==> config.mk <==
export PLATFORM = sky130hd
export DESIGN_NAME = bitmap_task_scheduler
export DESIGN_NICKNAME = d
export VERILOG_FILES = /design/src/hdl/bts_pkg.sv /design/src/hdl/bitmap_task_scheduler.sv /design/src/hdl/bts_ctrl.sv /design/src/hdl/bts_dp.sv
export SDC_FILE = /design/constraint.sdc
export NUM_CORES = 1
export LEC_CHECK = 0
export BUFFER_PORTS_ARGS = -buffer_cell sky130_fd_sc_hd__clkbuf_2
export CORE_ASPECT_RATIO = 1.25
export CORE_UTILIZATION = 25
export DETAILED_ROUTE_END_ITERATION = 12
export PLACE_DENSITY = 0.4
export SKIP_LAST_GASP = 1
export SYNTH_ARGS = -nofsm -noshare
export SYNTH_HDL_FRONTEND = slang
export SYNTH_SLANG_ARGS = --single-unit
==> constraint.sdc <==
create_clock -name clock -period 6.92 [get_ports clock]
set_input_delay 2.076 -clock clock [delete_from_list [all_inputs] [get_ports clock]]
set_output_delay 2.076 -clock clock [all_outputs]
set_load 0.05 [all_outputs]
==> src/hdl/bts_pkg.sv <==
package bts_pkg;

   // fixed field widths
   localparam int OP_W     = 3;
   localparam int TASK_W   = 5;
   localparam int TMO_W    = 16;
   localparam int STATUS_W = 3;

   // members per group, as an index width
   localparam int MEMBER_BITS = 2;
   localparam logic [MEMBER_BITS-1:0] MEMBER_MASK = 2'h3;

   typedef enum logic [OP_W-1:0] {
      OP_CREATE   = 3'd0,
      OP_RESUME   = 3'd1,
      OP_SUSPEND  = 3'd2,
      OP_SCHEDULE = 3'd3,
      OP_TICK     = 3'd4
   } op_type;

   typedef enum logic [STATUS_W-1:0] {
      ST_OK           = 3'd0,
      ST_IDLE         = 3'd1,
      ST_NOT_CREATED  = 3'd2,
      ST_NONE_READY   = 3'd3,
      ST_LOCKED       = 3'd4,
      ST_NONE_PENDING = 3'd5,
      ST_NONE_EXPIRED = 3'd6
   } status_type;

   typedef enum logic [2:0] {
      S_IDLE,
      S_EXEC,
      S_SCAN,
      S_UPDATE,
      S_FINISH
   } state_type;

   // controller to datapath
   typedef struct packed {
      logic capture;
      logic exec;
      logic scan_start;
      logic scan_step;
      logic rd_en;
      logic update;
      logic finish;
   } cmd_type;

   // datapath to controller
   typedef struct packed {
      logic op_valid;
      logic tick_scan;
      logic out_free;
      logic scan_pend;
      logic scan_zero;
      logic expire;
      logic held_valid;
   } stat_type;

endpackage

==> src/hdl/bitmap_task_scheduler.sv <==
// channel  direction  signals                       contents
// req      in         req_tvalid/tready/tdata/tuser  one scheduler operation
// rsp      out        rsp_tvalid/tready/tdata/tlast  result transfers, tlast on the final one
//
// create, resume, suspend and schedule: accept, then a decode state that waits for a free
//   output slot and registers the result; the block is then ready again.
// tick: decode state, then the walk over the NT usable entries from the highest down, a
//   step per idle entry and a delay memory read, then an update, per pending entry, plus
//   a closing step; the walk runs only with the timer unlocked and a task pending.
// reset is synchronous and clears all bitmaps at once; no clearing pass.
// a stalled rsp holds the walk only where a further transfer must be loaded.
module bitmap_task_scheduler #(
   parameter int GROUPS     = 8,
   parameter int TASKS      = 32,
   parameter int DELAY_BITS = 16
) (
   input  logic        clock,
   input  logic        reset,
   input  logic        req_tvalid,
   output logic        req_tready,
   input  logic [23:0] req_tdata,  // task_req[4:0], timeout[20:5], timer_locked[21], zero
   input  logic [2:0]  req_tuser,  // operation[2:0]
   output logic        rsp_tvalid,
   input  logic        rsp_tready,
   output logic [7:0]  rsp_tdata,  // task_out[4:0], status[7:5]
   output logic        rsp_tlast
);

   bts_pkg::cmd_type    cmd;
   bts_pkg::stat_type   st;
   logic [bts_pkg::TASK_W-1:0] rsp_task_out;
   bts_pkg::status_type rsp_status;

   bts_ctrl u_ctrl (
      .clock      (clock),
      .reset      (reset),
      .req_tvalid (req_tvalid),
      .req_tready (req_tready),
      .st         (st),
      .cmd        (cmd)
   );

   bts_dp #(
      .GROUPS     (GROUPS),
      .TASKS      (TASKS),
      .DELAY_BITS (DELAY_BITS)
   ) u_dp (
      .clock            (clock),
      .reset            (reset),
      .cmd              (cmd),
      .st               (st),
      .req_operation    (req_tuser),
      .req_task_req     (req_tdata[4:0]),
      .req_timeout      (req_tdata[20:5]),
      .req_timer_locked (req_tdata[21]),
      .rsp_tvalid       (rsp_tvalid),
      .rsp_tready       (rsp_tready),
      .rsp_task_out     (rsp_task_out),
      .rsp_status       (rsp_status),
      .rsp_last         (rsp_tlast)
   );

   assign rsp_tdata = {rsp_status, rsp_task_out};

`ifndef SYNTHESIS
   // single results only load into a free output slot
   a_exec_free: assert property (@(posedge clock) disable iff (reset)
      cmd.exec |-> st.out_free) else $error("result loaded into busy slot");

   // an expiry that pushes out a held result needs a free slot
   a_update_free: assert property (@(posedge clock) disable iff (reset)
      (cmd.update && st.expire && st.held_valid) |-> st.out_free)
      else $error("held result lost on expiry");

   // closing transfer only into a free slot
   a_finish_free: assert property (@(posedge clock) disable iff (reset)
      cmd.finish |-> st.out_free) else $error("closing result lost");

   // an accepted request keeps the block busy for the next cycle
   a_busy_after_accept: assert property (@(posedge clock) disable iff (reset)
      (req_tvalid && req_tready) |=> !req_tready) else $error("request taken while busy");
`endif

endmodule

==> src/hdl/bts_ctrl.sv <==
module bts_ctrl (
   input  logic               clock,
   input  logic               reset,
   input  logic               req_tvalid,
   output logic               req_tready,
   input  bts_pkg::stat_type  st,
   output bts_pkg::cmd_type   cmd
);

   bts_pkg::state_type state_ff, state_in;

   // state register
   always_ff @(posedge clock) begin
      if (reset) begin
         state_ff <= bts_pkg::S_IDLE;
      end else begin
         state_ff <= state_in;
      end
   end

   // next state
   always_comb begin
      state_in = state_ff;
      unique case (state_ff)
         bts_pkg::S_IDLE: begin
            if (req_tvalid) state_in = bts_pkg::S_EXEC;
         end
         bts_pkg::S_EXEC: begin
            if (st.tick_scan) state_in = bts_pkg::S_SCAN;
            else if (!st.op_valid) state_in = bts_pkg::S_IDLE;
            else if (st.out_free) state_in = bts_pkg::S_IDLE;
         end
         bts_pkg::S_SCAN: begin
            if (st.scan_pend) state_in = bts_pkg::S_UPDATE;
            else if (st.scan_zero) state_in = bts_pkg::S_FINISH;
         end
         bts_pkg::S_UPDATE: begin
            if (!(st.expire && st.held_valid && !st.out_free)) begin
               state_in = st.scan_zero ? bts_pkg::S_FINISH : bts_pkg::S_SCAN;
            end
         end
         bts_pkg::S_FINISH: begin
            if (st.out_free) state_in = bts_pkg::S_IDLE;
         end
         default: state_in = bts_pkg::S_IDLE;
      endcase
   end

   // command outputs
   always_comb begin
      cmd        = '0;
      req_tready = 1'b0;
      unique case (state_ff)
         bts_pkg::S_IDLE: begin
            req_tready  = 1'b1;
            cmd.capture = req_tvalid;
         end
         bts_pkg::S_EXEC: begin
            if (st.tick_scan) cmd.scan_start = 1'b1;
            else if (st.op_valid && st.out_free) cmd.exec = 1'b1;
         end
         bts_pkg::S_SCAN: begin
            if (st.scan_pend) cmd.rd_en = 1'b1;
            else if (!st.scan_zero) cmd.scan_step = 1'b1;
         end
         bts_pkg::S_UPDATE: begin
            if (!(st.expire && st.held_valid && !st.out_free)) begin
               cmd.update    = 1'b1;
               cmd.scan_step = !st.scan_zero;
            end
         end
         bts_pkg::S_FINISH: begin
            cmd.finish = st.out_free;
         end
         default: cmd = '0;
      endcase
   end

endmodule

==> src/hdl/bts_dp.sv <==
module bts_dp #(
   parameter int GROUPS     = 8,
   parameter int TASKS      = 32,
   parameter int DELAY_BITS = 16
) (
   input  logic                                clock,
   input  logic                                reset,
   input  bts_pkg::cmd_type                    cmd,
   output bts_pkg::stat_type                   st,
   input  logic [bts_pkg::OP_W-1:0]            req_operation,
   input  logic [bts_pkg::TASK_W-1:0]          req_task_req,
   input  logic [bts_pkg::TMO_W-1:0]           req_timeout,
   input  logic                                req_timer_locked,
   output logic                                rsp_tvalid,
   input  logic                                rsp_tready,
   output logic [bts_pkg::TASK_W-1:0]          rsp_task_out,
   output bts_pkg::status_type                 rsp_status,
   output logic                                rsp_last
);

   // usable task entries and index widths
   localparam int NT  = (TASKS < 4 * GROUPS) ? TASKS : 4 * GROUPS;
   localparam int TW  = $clog2(NT);
   localparam int GW  = (GROUPS > 1) ? $clog2(GROUPS) : 1;
   localparam int NB  = 4 * GROUPS;
   localparam int MB  = bts_pkg::MEMBER_BITS;
   localparam int TKW = bts_pkg::TASK_W;

   // captured request
   logic [bts_pkg::OP_W-1:0] op_ff;
   logic [TKW-1:0]           task_ff;
   logic [DELAY_BITS-1:0]    tmo_ff;
   logic                     locked_ff;
   logic [31:0]              tmo_wide;

   // scheduler state
   logic [NT-1:0]  created_ff, created_in;
   logic [NT-1:0]  ready_ff, ready_in;
   logic [NT-1:0]  pend_ff, pend_in;
   logic [MB-1:0]  rr_ff [GROUPS];
   logic [MB-1:0]  rr_in [GROUPS];
   logic [NB-1:0]  ready_pad;

   // tick walk
   logic [TW-1:0]         scan_ff, scan_in;
   logic [TKW-1:0]        scan_task;
   logic                  held_valid_ff, held_valid_in;
   logic [TKW-1:0]        held_task_ff, held_task_in;
   logic [DELAY_BITS-1:0] delay_mem [NT];
   logic [DELAY_BITS-1:0] rd_data_ff;
   logic                  mem_wr;
   logic [TW-1:0]         mem_wa;
   logic [DELAY_BITS-1:0] mem_wd;
   logic                  expire;

   // result register
   logic                rsp_valid_ff;
   logic [TKW-1:0]      rsp_task_ff;
   bts_pkg::status_type rsp_status_ff;
   logic                rsp_last_ff;
   logic                out_free;

   // result and state actions
   logic                emit;
   logic [TKW-1:0]      emit_task;
   bts_pkg::status_type emit_status;
   logic                emit_last;
   logic                act_ready, act_drop, act_pend, act_rr, created_set;
   logic [TKW-1:0]      act_t;
   logic [MB-1:0]       act_rr_val;

   // request decode
   logic task_ok;
   logic created_bit;

   // schedule pick
   logic          found;
   logic [GW-1:0] sel_g;
   logic [3:0]    sel_mem;
   logic [MB-1:0] sel_pos;
   logic [MB-1:0] sel_m;
   logic [MB-1:0] cand;
   logic [TKW-1:0] sched_task;

   assign tmo_wide    = 32'(req_timeout);
   assign task_ok     = ({1'b0, task_ff} < (TKW + 1)'(NT));
   assign created_bit = created_ff[task_ff[TW-1:0]];
   assign scan_task   = TKW'(scan_ff);
   assign out_free    = !rsp_valid_ff || rsp_tready;
   assign expire      = (rd_data_ff == DELAY_BITS'(1)) && (scan_ff != '0)
                        && created_ff[scan_ff];

   // group view of the ready set
   always_comb begin
      ready_pad = '0;
      ready_pad[NT-1:0] = ready_ff;
   end

   // highest ready group, then next lower member after the round robin position
   always_comb begin
      found   = 1'b0;
      sel_g   = '0;
      sel_mem = '0;
      sel_pos = '0;
      sel_m   = '0;
      cand    = '0;
      for (int gi = 0; gi < GROUPS; gi++) begin
         if (|ready_pad[4*gi +: 4]) begin
            found   = 1'b1;
            sel_g   = GW'(gi);
            sel_mem = ready_pad[4*gi +: 4];
            sel_pos = rr_ff[gi];
         end
      end
      for (int k = 4; k >= 1; k--) begin
         cand = (sel_pos - MB'(k)) & bts_pkg::MEMBER_MASK;
         if (sel_mem[cand]) sel_m = cand;
      end
   end

   assign sched_task = (TKW'(sel_g) << MB) | TKW'(sel_m);

   // operation decode, tick update and result selection
   always_comb begin
      emit          = 1'b0;
      emit_task     = task_ff;
      emit_status   = bts_pkg::ST_OK;
      emit_last     = 1'b1;
      act_ready     = 1'b0;
      act_drop      = 1'b0;
      act_pend      = 1'b0;
      act_rr        = 1'b0;
      created_set   = 1'b0;
      act_t         = task_ff;
      act_rr_val    = sel_m;
      mem_wr        = 1'b0;
      mem_wa        = task_ff[TW-1:0];
      mem_wd        = tmo_ff;
      held_valid_in = held_valid_ff;
      held_task_in  = held_task_ff;

      if (cmd.exec) begin
         emit = 1'b1;
         unique case (op_ff)
            bts_pkg::OP_CREATE: begin
               if (task_ok) begin
                  created_set = 1'b1;
                  act_ready   = 1'b1;
               end else begin
                  emit_status = bts_pkg::ST_NOT_CREATED;
               end
            end
            bts_pkg::OP_RESUME: begin
               if (task_ff == '0) emit_status = bts_pkg::ST_IDLE;
               else if (!task_ok || !created_bit) emit_status = bts_pkg::ST_NOT_CREATED;
               else begin
                  act_ready = 1'b1;
                  act_drop  = 1'b1;
               end
            end
            bts_pkg::OP_SUSPEND: begin
               if (task_ff == '0) emit_status = bts_pkg::ST_IDLE;
               else if (!task_ok || !created_bit) emit_status = bts_pkg::ST_NOT_CREATED;
               else begin
                  act_pend = 1'b1;
                  mem_wr   = 1'b1;
               end
            end
            bts_pkg::OP_SCHEDULE: begin
               if (found) begin
                  act_rr    = 1'b1;
                  act_t     = sched_task;
                  emit_task = sched_task;
               end else begin
                  emit_task   = '0;
                  emit_status = bts_pkg::ST_NONE_READY;
               end
            end
            bts_pkg::OP_TICK: begin
               emit_task   = '0;
               emit_status = locked_ff ? bts_pkg::ST_LOCKED : bts_pkg::ST_NONE_PENDING;
            end
            default: emit = 1'b0;
         endcase
      end

      // one pending entry: count down, release on expiry
      if (cmd.update) begin
         if (rd_data_ff != '0) begin
            mem_wr = 1'b1;
            mem_wa = scan_ff;
            mem_wd = rd_data_ff - DELAY_BITS'(1);
         end
         if (expire) begin
            act_ready = 1'b1;
            act_drop  = 1'b1;
            act_t     = scan_task;
            if (held_valid_ff) begin
               emit        = 1'b1;
               emit_task   = held_task_ff;
               emit_last   = 1'b0;
            end
            held_valid_in = 1'b1;
            held_task_in  = scan_task;
         end
      end

      // end of walk: the held transfer, or a none-expired status, closes the run
      if (cmd.finish) begin
         emit          = 1'b1;
         emit_task     = held_valid_ff ? held_task_ff : '0;
         emit_status   = held_valid_ff ? bts_pkg::ST_OK : bts_pkg::ST_NONE_EXPIRED;
         held_valid_in = 1'b0;
      end

      if (cmd.scan_start) held_valid_in = 1'b0;
   end

   // bitmap and round robin next values
   always_comb begin
      created_in = created_ff;
      ready_in   = ready_ff;
      pend_in    = pend_ff;
      rr_in      = rr_ff;
      if (created_set) created_in[act_t[TW-1:0]] = 1'b1;
      if (act_ready) begin
         if (ready_pad[{act_t[TKW-1:MB], 2'b00} +: 4] == 4'h0) rr_in[act_t[GW+MB-1:MB]] = '0;
         ready_in[act_t[TW-1:0]] = 1'b1;
      end
      if (act_drop) pend_in[act_t[TW-1:0]] = 1'b0;
      if (act_pend) begin
         pend_in[act_t[TW-1:0]]  = 1'b1;
         ready_in[act_t[TW-1:0]] = 1'b0;
      end
      if (act_rr) rr_in[act_t[GW+MB-1:MB]] = act_rr_val;
   end

   // walk counter
   always_comb begin
      scan_in = scan_ff;
      if (cmd.scan_start) scan_in = TW'(NT - 1);
      else if (cmd.scan_step) scan_in = scan_ff - TW'(1);
   end

   // control state
   always_ff @(posedge clock) begin
      if (reset) begin
         created_ff    <= '0;
         ready_ff      <= '0;
         pend_ff       <= '0;
         rr_ff         <= '{default: '0};
         held_valid_ff <= 1'b0;
         rsp_valid_ff  <= 1'b0;
         scan_ff       <= '0;
      end else begin
         created_ff    <= created_in;
         ready_ff      <= ready_in;
         pend_ff       <= pend_in;
         rr_ff         <= rr_in;
         held_valid_ff <= held_valid_in;
         scan_ff       <= scan_in;
         if (emit) rsp_valid_ff <= 1'b1;
         else if (rsp_tready) rsp_valid_ff <= 1'b0;
      end
   end

   // payload registers
   always_ff @(posedge clock) begin
      if (cmd.capture) begin
         op_ff     <= req_operation;
         task_ff   <= req_task_req;
         tmo_ff    <= tmo_wide[DELAY_BITS-1:0];
         locked_ff <= req_timer_locked;
      end
      held_task_ff <= held_task_in;
      if (emit) begin
         rsp_task_ff   <= emit_task;
         rsp_status_ff <= emit_status;
         rsp_last_ff   <= emit_last;
      end
   end

   // delay memory, one write and one registered read
   always_ff @(posedge clock) begin
      if (mem_wr) delay_mem[mem_wa] <= mem_wd;
      if (cmd.rd_en) rd_data_ff <= delay_mem[scan_ff];
   end

   // status to controller
   assign st.op_valid   = (op_ff <= bts_pkg::OP_TICK);
   assign st.tick_scan  = (op_ff == bts_pkg::OP_TICK) && !locked_ff && (|pend_ff);
   assign st.out_free   = out_free;
   assign st.scan_pend  = pend_ff[scan_ff];
   assign st.scan_zero  = (scan_ff == '0);
   assign st.expire     = expire;
   assign st.held_valid = held_valid_ff;

   assign rsp_tvalid   = rsp_valid_ff;
   assign rsp_task_out = rsp_task_ff;
   assign rsp_status   = rsp_status_ff;
   assign rsp_last     = rsp_last_ff;

endmodule
==> impl_metrics.yaml <==
min_path:
  hold-path-cell-count: 1
  hold_path_class: "reg -> reg"
worst_setup_path:
  crit_chain: "buf_4 -> buf_4 -> nand3_1 -> and4_1 -> or3_1 -> o211a_1 -> nor2_1 -> nand2_1 -> and3_1 -> a221o_1"
  startpoint_type: "flip-flop"
  reg2reg_slack_ps: 1550
  crit_fanout: 38
  required_ps: 7430
  worstSetupPathType: "reg -> reg"
  critical_path.slowest_cell: "buf_4"
  r2r_start: "u_dp.scan_ff[0]"
  path_common_cell: "buf_4"
  rr_worst_depth: 10
  worstPathArrival_ps: 5880
  cp-end-kind: "flip-flop"
  r2r-end: "u_dp.pend_ff[31]"
  max_stage_delay_ps: 770
logic_synthesis:
  synth_edf_count: 567
  ys_types: 84
  synth_cells: 1838
  syn-mean-instance-area_um2: 15.8
  synth_top_flop_cell: "edfxtp_1"
  synthArstFlopShare: 0
  ys_ff_latch: 689
  yosysSeqAreaShare: 0.670
  synth_area_um2: 29100
  yosysWarnings: 0
  syn_nets: 1872
sta:
  finalSetupTns_ps: 0
  max_slew.worst_pin.slew_ps: 1400
  skew_ps: 28.4
  setup_viol: 0
  hold_violations: 0
  finalCriticalPeriod_ps: 5370
  final_max_slew_viol_count: 0
  max_slew_margin: 0.0680
  rsz0062_at_grt: "no"
  period_share: 0.775
  fmax_ghz: 0.186
route:
  vias_per_cell: 4.89
  drt-initial-drc-count: 1365
  vias: 17144
  wl_per_cell_um: 24.5
  drc_errors: 0
  ant_nets: 0
  dr.pass1.iters: 6
  finalWirelength_um: 85800
placed_design:
  dp_hpwl_um: 51700
  dp.cells: 3369
  io_buffers: 39
  place.gp.congestion: 0.832
clock_tree:
  path_clk_slew_ps: 60
  cts_hold_buf: 0
  clk_latency_ps: 630
  root_buffer: "clkbuf_16"
  ctsLongestPathBuffers: 3
  cts_resized: 0
  post_cts_buffers: 0
  cts_made_buffers: 77
  cts_tree: "yes"
  clock_sinks: 689
  cts_max_level: 3
power:
  p_per_area_nw_per_um2: 264
  vdd_drop_max_v: 0.000148
  p_seq_frac: 0.519
  power.leakage_uw: 0.0103
  p_int_uw: 6880
  power.switching_uw: 2030
  clkPwrFrac: 0.436
  swShare: 0.228
  share_comb_of_total_power: 0.044
final_layout:
  final_cell_mix: "edfxtp_1, mux4_2, nand2_1, dfxtp_1, nor2_1"
  fillers: 11580
  nNetsFinal: 1931
  final_common_cell: "edfxtp_1"
  diodes: 0
  drive_gt1_frac: 0.251
  area_delta_synth_final_pct: 16.2
  multi_input_area_um2: 9220
  final_cells: 3503
  seq_area_um2: 19500
  final_core_util: 0.293
floorplanning:
  die_x_um: 307
  core_um2: 115000
  die_h_um: 383
  dieArea_um2: 118000
  rows: 139
  initial_core_util: 0.252
  io_pins: 42
grt:
  grt_usage: 0.146
  grt_max_degree: 68
  grt_pass1_wl_um: 125000
  antenna_found_initial: 3
  grt_overflow_total: 0
  first_global_vias: 17788
job:
  maxCapViolCount: 0
status:
  outcome: "completed"
[area by class of cell]
class / count / share of cell area
flip-flops and latches: 689 / 0.577
multi-input cells: 1004 / 0.273
clock buffers: 97 / 0.0605
well taps: 1551 / 0.0575
repair buffers: 104 / 0.0203
clock inverters: 37 / 0.00945
inverters: 21 / 0.00233
[worst max-delay path, delay by kind of cell, from the launching register on]
kind / cells / cell delay [ps]
AOI/OAI and AO/OA: 2 / 510
buffers and inverters: 2 / 1330
DFF: 1 / 570
and+or+nand+nor: 6 / 2710
[layer usage]
layer	track usage	routed length, um	up-vias
met2	0.262	45000	388
met5	0	11	-
met1	0.181	35800	9088
met3	0.0212	3240	125
met4	0.0394	1800	2
li1	-	-	7541
[metrics by stage]
step                      area (um2)  hold slack, ps  power (uW)  setup WS [ps]
after floorplan                29100             403        4930           2050
after global placement         31400             467        5100           1230
after detailed placement       31400             469        5110           1250
after CTS                      33800             486        9030           1480
after global routing           33800             503        9200           1120
final                          33800             486        8910           1550
[cells in the mapped netlist (5+ instances only)]
master,instances,share of area
o2bb2ai_1,15,0.0045
o21ai_0,65,0.011
nor4_1,16,0.0034
or4_1,5,0.0013
o21ai_2,10,0.0030
or3_1,7,0.0015
nand2_1,126,0.016
nor4b_1,10,0.0030
o211ai_1,18,0.0047
buf_2,9,0.0015
a211oi_1,12,0.0031
a21oi_1,79,0.014
nand3_1,36,0.0062
nor3b_1,5,0.0013
clkbuf_1,101,0.013
nand4_1,6,0.0013
and2_1,9,0.0019
o41ai_1,7,0.0021
nor3_1,55,0.0095
nor4_2,5,0.0022
nand2b_1,6,0.0013
edfxtp_1,567,0.59
xnor2_1,15,0.0045
buf_1,10,0.0013
a22o_1,15,0.0045
a31oi_1,55,0.012
a221o_1,10,0.0034
nor2_1,116,0.015
dfxtp_1,122,0.084
and3_1,13,0.0028
inv_1,21,0.0027
mux4_2,187,0.14
a21o_1,9,0.0023
[cells by family after synthesis]
| logic type | Yosys count | share of synthesized area |
|---|---|---|
| buffers and inverters | 145 | 0.0199 |
| multiplexers | 197 | 0.149 |
| XOR/XNOR | 16 | 0.00482 |
| adder cells (fa/ha/maj) | 3 | 0.00129 |
| AND/OR/NAND/NOR | 438 | 0.0738 |
| flip-flops | 689 | 0.670 |
| AO/OA/AOI/OAI | 350 | 0.0815 |
[power groups by stage]
stage	Sequential, uW	Clock (uW)	Combinational (uW)
floorplan	4710	0	222
global placement	4710	0	386
detailed placement	4710	0	399
CTS	4630	4010	400
global route	4630	4150	426
finish	4630	3890	394
[worst max path at each step]
stage	from	to	slack, ps	depth (start not counted)
after CTS	u_dp.scan_ff[0]	u_dp.pend_ff[31]	1480	10
after detailed placement	rsp_tready	u_dp.created_ff[15]	1250	11
after floorplan	rsp_tready	u_dp.delay_mem[0][11]	2050	8
after global placement	rsp_tready	u_dp.delay_mem[14][3]	1230	8
after global routing	u_dp.scan_ff[0]	flip-flop	1120	12
final	u_dp.scan_ff[0]	u_dp.pend_ff[31]	1550	10
(Power assumes the default switching activity.)
